[src/hw/rtl/iommu_pkg.sv]
// Shared types, register map and mask constants for the I/O MMU block.
package iommu_pkg;

  localparam int NUM_REGS_DEF = 3072;

  localparam logic [1:0] OP_READ  = 2'd0;
  localparam logic [1:0] OP_WRITE = 2'd1;
  localparam logic [1:0] OP_XLATE = 2'd2;
  localparam logic [1:0] OP_PTE   = 2'd3;

  localparam logic [31:0] VERSION_BITS  = 32'h0400_0000;
  localparam logic [31:0] CTRL_KEEP     = 32'h0000_001d;
  localparam logic [31:0] BASE_KEEP     = 32'h07ff_fc00;
  localparam logic [31:0] SLOT_KEEP     = 32'h0001_0003;
  localparam logic [31:0] ARB_KEEP      = 32'h001f_0000;
  localparam logic [31:0] ARB_ID        = 32'h0000_0008;
  localparam logic [31:0] PTE_PAGE_BITS = 32'h07ff_ff00;
  localparam logic [31:0] WIN_16MB      = 32'hff00_0000;

  localparam logic [29:0] IDX_CTRL    = 30'h000;
  localparam logic [29:0] IDX_BASE    = 30'h001;
  localparam logic [29:0] IDX_SLOT_LO = 30'h404;
  localparam logic [29:0] IDX_SLOT_HI = 30'h407;
  localparam logic [29:0] IDX_ARB     = 30'h800;

  typedef struct packed {
    logic [1:0]  opcode;
    logic [31:0] address;
    logic [31:0] write_data;
    logic [31:0] pte_word;
  } in_item_t;

  typedef struct packed {
    logic [1:0]  result_kind;
    logic [31:0] result_value;
  } out_item_t;

  // Per-item outcome handed from the execute logic to the result stage.
  typedef struct packed {
    logic        use_ram;
    logic [1:0]  kind;
    logic [31:0] value;
  } exec_res_t;

endpackage

[src/hw/rtl/iommu_exec.sv]
// Register decode, write masking, window state and translation arithmetic.
module iommu_exec #(
  parameter int NUM_REGS = iommu_pkg::NUM_REGS_DEF
) (
  input  logic                        clk,
  input  logic                        rst_n,
  input  logic                        fire,
  input  iommu_pkg::in_item_t         item,
  output logic                        ram_we,
  output logic [$clog2(NUM_REGS)-1:0] ram_waddr,
  output logic [31:0]                 ram_wdata,
  output logic                        ram_re,
  output logic [$clog2(NUM_REGS)-1:0] ram_raddr,
  output iommu_pkg::exec_res_t        res
);

  localparam int AW = $clog2(NUM_REGS);

  logic [31:0] ctrl_r, ctrl_nxt;
  logic [31:0] base_r, base_nxt;
  logic [31:0] win_r, win_nxt;
  logic [31:0] pend_r, pend_nxt;

  logic [29:0] idx;
  logic        in_range;
  logic        is_rd, is_wr, is_xl;
  logic [31:0] wval;
  logic [31:0] masked;
  logic [31:0] ent_addr;
  logic [31:0] phys;

  assign idx      = item.address[31:2];
  assign in_range = idx < 30'(NUM_REGS);
  assign is_rd    = item.opcode == iommu_pkg::OP_READ;
  assign is_wr    = item.opcode == iommu_pkg::OP_WRITE;
  assign is_xl    = item.opcode == iommu_pkg::OP_XLATE;

  // Per-register write mask
  always_comb begin
    if (idx == iommu_pkg::IDX_CTRL) begin
      wval = (item.write_data & iommu_pkg::CTRL_KEEP) | iommu_pkg::VERSION_BITS;
    end else if (idx == iommu_pkg::IDX_BASE) begin
      wval = item.write_data & iommu_pkg::BASE_KEEP;
    end else if (idx inside {[iommu_pkg::IDX_SLOT_LO:iommu_pkg::IDX_SLOT_HI]}) begin
      wval = item.write_data & iommu_pkg::SLOT_KEEP;
    end else if (idx == iommu_pkg::IDX_ARB) begin
      wval = (item.write_data & iommu_pkg::ARB_KEEP) | iommu_pkg::ARB_ID;
    end else begin
      wval = item.write_data;
    end
  end

  assign masked   = item.address & ~win_r;
  assign ent_addr = {base_r[27:0], 4'd0} + {10'd0, masked[31:12], 2'd0};
  assign phys     = {(item.pte_word[27:0] & iommu_pkg::PTE_PAGE_BITS[27:0]), 4'd0}
                  + {20'd0, pend_r[11:0]};

  // Control and base words live in flops so translate sees them directly
  always_comb begin
    ctrl_nxt = ctrl_r;
    base_nxt = base_r;
    win_nxt  = win_r;
    pend_nxt = pend_r;
    if (fire && is_wr && idx == iommu_pkg::IDX_CTRL) begin
      ctrl_nxt = wval;
      win_nxt  = iommu_pkg::WIN_16MB << item.write_data[4:2];
    end
    if (fire && is_wr && idx == iommu_pkg::IDX_BASE) begin
      base_nxt = wval;
    end
    if (fire && is_xl) begin
      pend_nxt = masked;
    end
  end

  always_ff @(posedge clk) begin
    if (!rst_n) begin
      ctrl_r <= iommu_pkg::VERSION_BITS;
      base_r <= '0;
      win_r  <= '0;
      pend_r <= '0;
    end else begin
      ctrl_r <= ctrl_nxt;
      base_r <= base_nxt;
      win_r  <= win_nxt;
      pend_r <= pend_nxt;
    end
  end

  assign ram_we    = fire && is_wr && in_range;
  assign ram_waddr = idx[AW-1:0];
  assign ram_wdata = wval;
  assign ram_raddr = idx[AW-1:0];

  always_comb begin
    res.kind    = item.opcode;
    res.use_ram = 1'b0;
    res.value   = '0;
    case (item.opcode)
      iommu_pkg::OP_READ: begin
        if (idx == iommu_pkg::IDX_CTRL) begin
          res.value = ctrl_r;
        end else if (idx == iommu_pkg::IDX_BASE) begin
          res.value = base_r;
        end else if (in_range) begin
          res.use_ram = 1'b1;
        end
      end
      iommu_pkg::OP_WRITE: res.value = '0;
      iommu_pkg::OP_XLATE: res.value = ent_addr;
      iommu_pkg::OP_PTE:   res.value = phys;
      default:             res.value = '0;
    endcase
  end

  assign ram_re = fire && is_rd && res.use_ram;

endmodule

[config.mk]
export PLATFORM = sky130hd
export DESIGN_NAME = iommu_exec
export DESIGN_NICKNAME = d
export VERILOG_FILES = /design/src/hw/rtl/iommu_pkg.sv /design/src/hw/rtl/iommu_exec.sv
export SDC_FILE = /design/constraint.sdc
export NUM_CORES = 1
export LEC_CHECK = 0
export ABC_CLOCK_PERIOD_IN_PS = 3600
export BUFFER_PORTS_ARGS = -buffer_cell sky130_fd_sc_hd__buf_2
export CAP_MARGIN = 15
export CORE_ASPECT_RATIO = 0.9
export CORE_MARGIN = 5
export CORE_UTILIZATION = 39
export CTS_CLUSTER_DIAMETER = 50
export DETAILED_ROUTE_END_ITERATION = 6
export GPL_ROUTABILITY_DRIVEN = 0
export PLACE_DENSITY = 0.72
export SYNTH_ARGS = -nofsm -noshare
export SYNTH_HDL_FRONTEND = slang
export SYNTH_SLANG_ARGS = --single-unit
[constraint.sdc]
create_clock -name clk -period 3.6 [get_ports clk]
set_input_delay 0.72 -clock clk [delete_from_list [all_inputs] [get_ports clk]]
set_output_delay 0.72 -clock clk [all_outputs]
set_load 0.02 [all_outputs]
======== Word-level counts from Yosys, hierarchy flattened ========
Cells that the tools add are included.
word-level totals
  register bits ........................... 108
  input port bits ......................... 101
cells by class
  add/sub/neg operators ................... 2
  magnitude comparators ................... 3
  equality and inequality tests ........... 5
  shift-type cells ........................ 1
  muxes and demuxes ....................... 11
  bitwise gates (word level) .............. 2
  reductions and logical operators ........ 10
operators by type and width
  cell                   number
  $mux 32                6
  $pmux 32 s4            1
  $add 31x12->32         1
  $add 32x22->32         1
  $and 32x32->32         1
  $not 32->32            1
  $shl 32x3->32 const A  1
  $eq 30x1->1 const B    1
  $eq 30x12->1 const B   1
  $ge 30x11->1 const B   1
  $le 30x11->1 const B   1
  $logic_not 30->1       1
  $lt 30x12->1 const B   1
  $logic_and 1x1->1      8
  $eq 2x2->1 const B     2
  $mux 1                 4
  $eq 2x1->1 const B     1
  $logic_not 2->1        1

======== Logic depth before layout (Yosys ltp) ========
Gate-level depths: netlist of run 1.
  depth in word-level cells ............... 6
  depth in mapped cells ................... 10
  depth with buffers taken out ............ 9

======== Worst setup path after synthesis of run 1 ========
OpenSTA, ideal clock, no wires.
  path kind ............................... input to output
  from .................................... input port item[78] (netlist bit)
  to ...................................... output port res[30] (netlist bit)
  arrival ................................. 2.756 ns
  data required time ...................... 2.880 ns
  setup slack ............................. 0.124 ns
  stages on the path ...................... 9
  cell sequence ........................... ha_1 > fa_1 > a211oi_1 > o21ai_1 > a21oi_1 > o31a_1 > buf_2 > a21oi_1 > o21ai_0
RTL lines
  what             line              text
  start, declared  iommu_exec.sv:8   input iommu_pkg::in_item_t item,
  end, declared    iommu_exec.sv:14  output iommu_pkg::exec_res_t res

==> results.json, run 1 <==
{
  "start_util": 0.393,
  "syn_area_um2": 5450,
  "synth_top_cell_by_area": "dfxtp_1",
  "portBuffers": 180,
  "ys_seq_elements": 84,
  "end_kind": "primary output",
  "r2r_start": "base_r[26]",
  "timing.fmax_mhz": 274,
  "final_util": 0.545,
  "cts.sink_count": 84,
  "netlist_top_cells_area": "dfxtp_1 31%, nand2_1 9.4%, mux2i_1 4.4%, and2_1 4.4%, ha_1 4.1%",
  "maxCapViolCount": 0,
  "cp_max_fo": 6,
  "diodes": 0,
  "wl_per_cell_um": 17.9,
  "min_path_type": "register to register",
  "io_pins": 194,
  "startpoint_type": "input pin",
  "worstRegToRegCells": 2,
  "dieHeight_um": 122,
  "gr-usage-met2": 0.362,
  "setup_viol": 5,
  "grt_start_max_net_pins": 57,
  "dp.cells": 1051,
  "drc": 0,
  "r2r-end": "base_r[26]",
  "yosysSeqAreaShare": 0.309,
  "finClkSkew_ns": 0,
  "cts_buffers": 9,
  "setup_ws_ns": -0.0431,
  "p_per_area_nw_per_um2": 305,
  "path_clk_slew_ns": 0.06,
  "grtUsageTotal": 0.219,
  "setup.worst_path.end": "res[31]",
  "mostFrequentLayoutCell": "buf_2",
  "htreeDepth": 3,
  "p_total_mw": 2.30,
  "drv_slew": 0,
  "critPathRequiredTime_ns": 2.88,
  "crit_chain": "buf_2, ha_1, buf_4, nor2_1, a22oi_2, nand2_2, o211ai_4, a211o_4, nor4b_4, or3_4, buf_6",
  "async_flop_share": 0,
  "finalNonFillerCells": 1080,
  "critPathKind": "input pin to primary output",
  "crit_slowest_cell": "a211o_4",
  "hpwl_um": 13800,
  "met3_usage": 0.0405,
  "grt_pass1_vias": 5353,
  "cts_hold_buf": 0,
  "routed_wl_um": 19300,
  "relSlewSlack": 0.656,
  "synth_top_flop_cell": "dfxtp_1",
  "synth_cells": 701,
  "vias_per_cell": 5.44,
  "final_nets": 1023,
  "clk_path_buf_depth": 2,
  "cts_tree": "done",
  "drtIter0Drc": 413,
  "setup_tns_ns": -0.0648,
  "busiest_layer": "met2",
  "status": "complete, but fails checks",
  "die_w_um": 135,
  "synth_fp_nets": 821,
  "gr-total-overflow": 0,
  "violations": "negative setup slack",
  "period_share": 1.01,
  "num_rows": 41,
  "hold_viol": 0,
  "fillerInstances": 1284,
  "antenna_found_initial": 1,
  "period_needed_ns": 3.64,
  "grt_use_met1": 0.292,
  "whs_ns": 0.447,
  "syn2layout_area_growth_pct": 38.5,
  "first_pass_iters": 5,
  "cp.arrival_ns": 2.92,
  "synth_top_area_frac": 0.309,
  "avgSynthCellArea_um2": 7.77,
  "core_region_area_um2": 13900,
  "rsz0062_at_grt": "yes",
  "worstMarginPinSlew_ns": 0.516,
  "cts_root_buffer": "clkbuf_16",
  "layout_common_cells": "167 x buf_2, 135 x nand2_1, 86 x buf_4",
  "synth_cell_types": 65,
  "irDropWorstVdd_uv": 218,
  "route.vias.total": 5870,
  "slowest_delay_ns": 0.41,
  "ant_nets": 0,
  "startpoint": "item[82]",
  "r2r_setup_slack_ns": 2.68,
  "synth_edf_count": 0,
  "die_area_um2": 16400,
  "yosys_warnings": 0,
  "drive_gt1_frac": 0.373,
  "grt_pass1_wl_um": 28200,
  "area.sequential_um2": 1680,
  "clock_latency_ns": 0.34,
  "p_leak_nw": 3.33,
  "multi_input_area_um2": 3770
}
cell usage after synthesis, types with 3 or more instances:
library cell	n
a21boi_0	18
a21boi_1	13
a21oi_1	44
a221oi_1	4
a22oi_1	6
a31oi_1	3
and2_1	38
and3_1	22
buf_2	6
buf_4	29
clkbuf_1	33
dfxtp_1	84
ha_1	18
inv_1	6
mux2i_1	24
nand2_1	137
nand2b_1	8
nand3_1	14
nand3b_1	3
nand4_1	3
nor2_1	25
nor2b_1	33
nor3_1	8
nor4_1	8
o211a_1	3
o211ai_1	3
o211ai_2	3
o21a_1	3
o21ai_0	26
o21ai_1	3
o21bai_1	3
o221ai_1	12
or3_1	3
xnor2_1	9
xor2_1	8
registers in the layout, indices dropped and copies added, names as in the netlist:
name / flops
ctrl_r: 32
base_r: 32
win_r: 8
pend_r: 12
stage by stage:
step	setup slack, ns	area (µm²)
4_1_cts	0.00325	7220
3_3_place_gp	-0.199	6700
6_report	-0.0431	7540
5_1_grt	-0.112	7540
2_1_floorplan	0.124	5450
3_5_place_dp	-0.222	6700
cells by family (layout without fill, tap and decap cells):
family,Yosys count,after routing,share of synthesized area
simple gates,315,315,0.290
xor+xnor,17,17,0.0273
fa+ha+maj,19,19,0.0450
buf+inv,74,281,0.0724
flops,84,84,0.309
compound gates,166,166,0.209
mux,26,26,0.0482
area by class of cell:
type / count / share of cell area
multi-input combinational: 543 / 0.499
sequential: 84 / 0.223
timing repair buffer: 259 / 0.207
clock buffer: 15 / 0.0355
tap: 172 / 0.0285
clock inverter: 1 / 0.00398
inverter: 6 / 0.00299
worst min path at each step:
| stage | start | cells after the start | end |
|---|---|---|---|
| floorplan | ctrl_r[26] | 1 | ctrl_r[26] |
| global placement | ctrl_r[26] | 1 | ctrl_r[26] |
| detailed placement | ctrl_r[26] | 1 | ctrl_r[26] |
| CTS | ctrl_r[26] | 1 | ctrl_r[26] |
| global route | ctrl_r[26] | 1 | ctrl_r[26] |
| finish | ctrl_r[26] | 1 | ctrl_r[26] |
layer usage:
layer	vias to the layer above	wire, µm
met5	-	13
met4	2	365
met3	29	1340
met2	243	9140
met1	2761	8460
li1	2835	-
repair_timing:
action,4_1_cts,5_1_grt
endpoints found under the setup margin,12,31
buffers inserted,10,3
resized for setup,34,55
pin swaps,21,30
gates cloned,0,0
worst max-delay path: cells and delay by family:
kind | cells | cell delay (ns)
AO/OA/AOI/OAI | 3 | 0.62
adder cells (fa/ha/maj) | 1 | 0.35
buffers and inverters | 3 | 0.42
AND/OR/NAND/NOR | 4 | 0.81
report_power, final:
part | switching (mW) | internal (mW) | total, mW
logic | 0.240 | 0.170 | 0.410
clock network | 0.380 | 0.578 | 0.957
registers | 0.00294 | 0.934 | 0.937
total | 0.623 | 1.68 | 2.30
Note: power is estimated with default switching activity, not from simulation.
==> run 2: changes to the inputs <==
CORE_ASPECT_RATIO = 0.6   (was 0.9)
==> run 2 against run 1 <==
The flow still finishes with violations (negative setup slack). Clock-buffer cell count decreased by 5. Utilization grew 1.3 points. Via count fell by 0.73%. Wire length grew 1.2%. Hold slack better by 0.0047 ns. Cell count up 1.2%. First-iteration DRC count increased by 18%. Cell area is 1.0% higher. Non-clock buffer count is 7 lower. Global-route usage up 0.74 points. Total power is 0.79% higher. Sequential power hardly changed.
==> results.json, run 2 (synthesis gave the netlist of run 1 again) <==
{
  "setup_ws_ns": -0.0413,
  "internal_power_mw": 1.67,
  "htreeDepth": 3,
  "maxCapViolCount": 0,
  "final_nets": 1016,
  "first_pass_iters": 6,
  "min_path_type": "register to register",
  "path_clk_slew_ns": 0.06,
  "min_delay_path_depth": 1,
  "cts_hold_buf": 0,
  "die_w_um": 163,
  "netSwitchingFraction": 0.281,
  "critPathRequiredTime_ns": 2.88,
  "cp_top_family": "compound AO/OA/AOI/OAI gates",
  "worstPathBufferInverterCount": 3,
  "finClkSkew_ns": 0,
  "rsz0062_at_grt": "yes",
  "power.share.sequential": 0.403,
  "syn2layout_area_growth_pct": 39.9,
  "crit_slowest_cell": "o31a_1",
  "design_area_um2": 7620,
  "clock_latency_ns": 0.33,
  "antenna_found_initial": 1,
  "drtIter0Drc": 487,
  "drive_gt1_frac": 0.373,
  "cp_common_cell": "a21oi_2",
  "p_per_area_nw_per_um2": 305,
  "die_area_um2": 16500,
  "power.share.clock": 0.417,
  "cts.sink_count": 84,
  "met3_usage": 0.0590,
  "cts_root_buffer": "clkbuf_16",
  "num_rows": 33,
  "period_needed_ns": 3.64,
  "hpwl_um": 14300,
  "relSlewSlack": 0.408,
  "portBuffers": 180,
  "critPathKind": "input pin to primary output",
  "end_kind": "primary output",
  "grt_start_max_net_pins": 57,
  "grt_use_met1": 0.331,
  "gr-usage-met2": 0.341,
  "ant_nets": 0,
  "slowest_delay_ns": 0.34,
  "drc": 0,
  "place_area_um2": 6720,
  "mostFrequentLayoutCell": "buf_2",
  "start_util": 0.399,
  "crit_chain": "buf_2, nor2b_1, ha_4, nand4_1, a21oi_2, a21oi_2, o31a_1, buf_12, nor4_1, a21oi_1, o21ai_2, buf_6",
  "clk_path_buf_depth": 2,
  "p_leak_nw": 3.31,
  "cp.arrival_ns": 2.92,
  "period_share": 1.01,
  "irDropWorstVdd_uv": 202,
  "critical_path_depth": 12,
  "route.vias.total": 5827,
  "setup_viol": 4,
  "drv_slew": 0,
  "grt_pass1_vias": 5410,
  "p_sw_mw": 0.653,
  "routed_wl_um": 19500,
  "gr-total-overflow": 0,
  "core_region_area_um2": 13700,
  "power_frac_comb": 0.180,
  "area.sequential_um2": 1680,
  "hold_viol": 0,
  "cts_tree": "done",
  "finalNonFillerCells": 1093,
  "wl_per_cell_um": 17.9,
  "cts_buffers": 9,
  "grtUsageTotal": 0.226,
  "cp_max_fo": 8,
  "startpoint_type": "input pin",
  "violations": "negative setup slack",
  "io_pins": 194,
  "status": "complete, but fails checks",
  "p_total_mw": 2.32,
  "grt_pass1_wl_um": 29400,
  "dpl_worst_slack_ns": -0.264,
  "dp.cells": 1067,
  "diodes": 0,
  "timing.fmax_mhz": 275,
  "fillerInstances": 1268,
  "largest_registers": "base_r: 32 flops, ctrl_r: 32 flops, pend_r: 12 flops",
  "vias_per_cell": 5.33,
  "worstMarginPinSlew_ns": 0.888,
  "busiest_layer": "met2",
  "dieHeight_um": 102,
  "worstRegToRegCells": 2,
  "layout_common_cells": "163 x buf_2, 136 x nand2_1, 83 x dfxtp_1",
  "multi_input_area_um2": 3790
}
==> run 2: cell count changes in the layout (fill, tap and decap cells not counted), sizes merged <==
cell      before  now
inv            6    7
clkbuf        15   10
clkinvlp       0    2
clkinv         0    2
buf          259  252
==> run 2: final timing paths <==
kind / from / endpoint / slack, ns
worst max register to register: base_r[26] / base_r[26] / 2.74
worst max-delay path: item[89] / res[30] / -0.04
worst min register to register: ctrl_r[26] / ctrl_r[26] / 0.45
worst min-delay path: ctrl_r[26] / ctrl_r[26] / 0.45
==> run 2: power by group through the flow <==
stage	clock network [mW]	logic (mW)	registers, mW
finish	0.968	0.419	0.936
global route	1.02	0.450	0.936
CTS	0.977	0.397	0.936
detailed placement	0	0.378	0.957
global placement	0	0.376	0.957
floorplan	0	0.221	0.956
==> run 2: through the flow <==
step / hold WS [ns] / setup TNS (ns) / utilization
floorplan: 0.411 / 0 / -
CTS: 0.449 / -0.0473 / 0.536
detailed placement: 0.430 / -1.32 / 0.492
global placement: 0.430 / -1.08 / 0.492
finish: 0.452 / -0.0792 / 0.558
global route: 0.467 / -0.611 / 0.558
==> run 2: metal layers <==
layer / vias to the layer above / part of all wire
met5: - / 0.00036
met4: 2 / 0.0097
met3: 19 / 0.10
met2: 281 / 0.43
met1: 2710 / 0.46
li1: 2815 / -
==> run 2: timing repair <==
item / in CTS / in global routing
setup endpoints to repair: 14 / 25
pin swaps: 20 / 29
buffers inserted: 7 / 5
endpoints found under the hold margin: 0 / 0
resized for setup: 48 / 56
==> run 2: worst register-to-register path: cells and delay by family, from the launching register on <==
family,cells,cell delay (ns)
AOI/OAI and AO/OA,2,0.36
DFF,1,0.44
==> run 2: area by class of cell <==
type	instances	area share
flip-flops and latches	84	0.221
repair buffers	252	0.206
clock inverters	6	0.00936
multi-input cells	543	0.498
clock buffers	10	0.0314
inverters	6	0.00296
well taps	192	0.0315
==> run 3: changes to the inputs <==
CELL_PAD_IN_SITES_DETAIL_PLACEMENT = 0   (was unset)
CELL_PAD_IN_SITES_GLOBAL_PLACEMENT = 1   (was unset)
CORE_MARGIN = unset   (was 5)
CORE_UTILIZATION = 36   (was 39)
PLACE_DENSITY = 0.88   (was 0.72)
==> run 3 against run 2 <==
The flow still finishes with violations (negative setup slack). Fmax decreased by 1.0%. Non-clock buffer count increased by 26. First-iteration DRC count decreased by 11%. Cell count increased by 2.7%. Register-to-register slack about the same. Cell area increased by 2.2%. Global-route usage increased by 2.0 points. Sequential share of layout area decreased by 0.48 points. Wire length increased by 0.20%. Via count increased by 1.1%. Clock power decreased by 6.6%.
==> results.json, run 3 (synthesis gave the netlist of run 1 again) <==
{
  "end_kind": "primary output",
  "grtUsageTotal": 0.246,
  "start_util": 0.372,
  "clk_path_buf_depth": 2,
  "grt_start_max_net_pins": 38,
  "dp.cells": 1094,
  "final_util": 0.532,
  "gr-total-overflow": 0,
  "drv_slew": 0,
  "wl_per_cell_um": 17.4,
  "cts.sink_count": 84,
  "p_leak_nw": 3.42,
  "period_needed_ns": 3.68,
  "vias_per_cell": 5.25,
  "multi_input_area_um2": 3800,
  "finClkSkew_ns": 0,
  "dieHeight_um": 97.3,
  "status": "complete, but fails checks",
  "worstRegToRegCells": 2,
  "routed_wl_um": 19600,
  "die_w_um": 161,
  "cts_buffers": 9,
  "whs_ns": 0.460,
  "worstMarginPinSlew_ns": 0.679,
  "timing.fmax_mhz": 272,
  "violations": "negative setup slack",
  "mostFrequentLayoutCell": "buf_2",
  "setup_ws_ns": -0.0791,
  "irDropWorstVdd_uv": 196,
  "setup_viol": 5,
  "area.sequential_um2": 1680,
  "critical_path_depth": 12,
  "path_clk_slew_ns": 0.06,
  "cp_max_fo": 5,
  "drive_gt1_frac": 0.394,
  "antenna_found_initial": 0,
  "first_pass_iters": 5,
  "worstPathBufferInverterCount": 3,
  "ant_nets": 0,
  "cp_top_family": "compound AO/OA/AOI/OAI gates",
  "crit_slowest_cell": "or3b_4",
  "crit_chain": "buf_6, nor2b_4, ha_4, nand2_2, o21a_1, or3b_4, o211ai_4, a211o_4, buf_6, mux2i_1, o221ai_1, buf_4",
  "min_path_type": "register to register",
  "design_area_um2": 7790,
  "startpoint_type": "input pin",
  "cts_hold_buf": 0,
  "fillerInstances": 1414,
  "core_region_area_um2": 14600,
  "route.vias.total": 5894,
  "grt_pass1_vias": 5478,
  "cts_root_buffer": "clkbuf_16",
  "layout_common_cells": "164 x buf_2, 135 x nand2_1, 98 x buf_4",
  "die_area_um2": 15600,
  "min_delay_path_depth": 1,
  "portBuffers": 180,
  "htreeDepth": 3,
  "hold_viol": 0,
  "period_share": 1.02,
  "cp.arrival_ns": 2.96,
  "cts_tree": "done",
  "drtIter0Drc": 431,
  "syn2layout_area_growth_pct": 43.0,
  "maxCapViolCount": 0,
  "largest_registers": "base_r: 32 flops, ctrl_r: 32 flops, pend_r: 12 flops",
  "critPathKind": "input pin to primary output",
  "relSlewSlack": 0.548,
  "grt_pass1_wl_um": 30000,
  "io_pins": 194,
  "finalNonFillerCells": 1123,
  "num_rows": 34,
  "rsz0062_at_grt": "yes",
  "place_area_um2": 6870,
  "diodes": 0,
  "final_nets": 1042,
  "slowest_delay_ns": 0.43,
  "cp_common_cell": "buf_6",
  "hpwl_um": 14500,
  "drc": 0,
  "p_per_area_nw_per_um2": 291,
  "critPathRequiredTime_ns": 2.88,
  "clock_latency_ns": 0.34
}
==> run 3: report_power, final <==
group	switching, mW	internal (mW)	total (mW)
registers	0.00240	0.934	0.936
logic	0.249	0.181	0.430
clock network	0.377	0.527	0.904
==> run 3: layer usage <==
layer / vias to the layer above / track usage / wire [µm]
met5: - / 0 / 0
met4: 0 / 0.0472 / 230
met3: 28 / 0.0563 / 1570
met2: 234 / 0.355 / 8300
met1: 2767 / 0.369 / 9480
li1: 2865 / - / -
==> run 3: timing repair <==
action | in CTS | in global routing
pin swaps | 26 | 22
setup buffers | 11 | 4
endpoints found under the setup margin | 17 | 24
gates resized for setup | 56 | 53
==> run 3: final cells by class <==
class	count	area share
repair buffers	278	0.226
inverters	6	0.00289
well taps	198	0.0318
clock buffers	9	0.0289
multi-input cells	543	0.487
clock inverters	5	0.00707
flip-flops and latches	84	0.216
==> run 3: per-stage QoR <==
step                      power [mW]  setup TNS, ns  setup slack, ns
after global routing            2.35         -0.822           -0.129
final                           2.27         -0.312          -0.0791
after detailed placement        1.34          -2.24           -0.288
after CTS                       2.25         -0.240          -0.0489
after global placement          1.34          -1.90           -0.259
after floorplan                 1.18              0            0.124
==> run 3: final timing paths <==
check | startpoint | endpoint | slack (ns)
setup reg to reg | base_r[26] | base_r[26] | 2.74
hold / removal | ctrl_r[18] | ctrl_r[18] | 0.46
setup / recovery | item[88] | res[27] | -0.08
hold reg to reg | ctrl_r[18] | ctrl_r[18] | 0.46
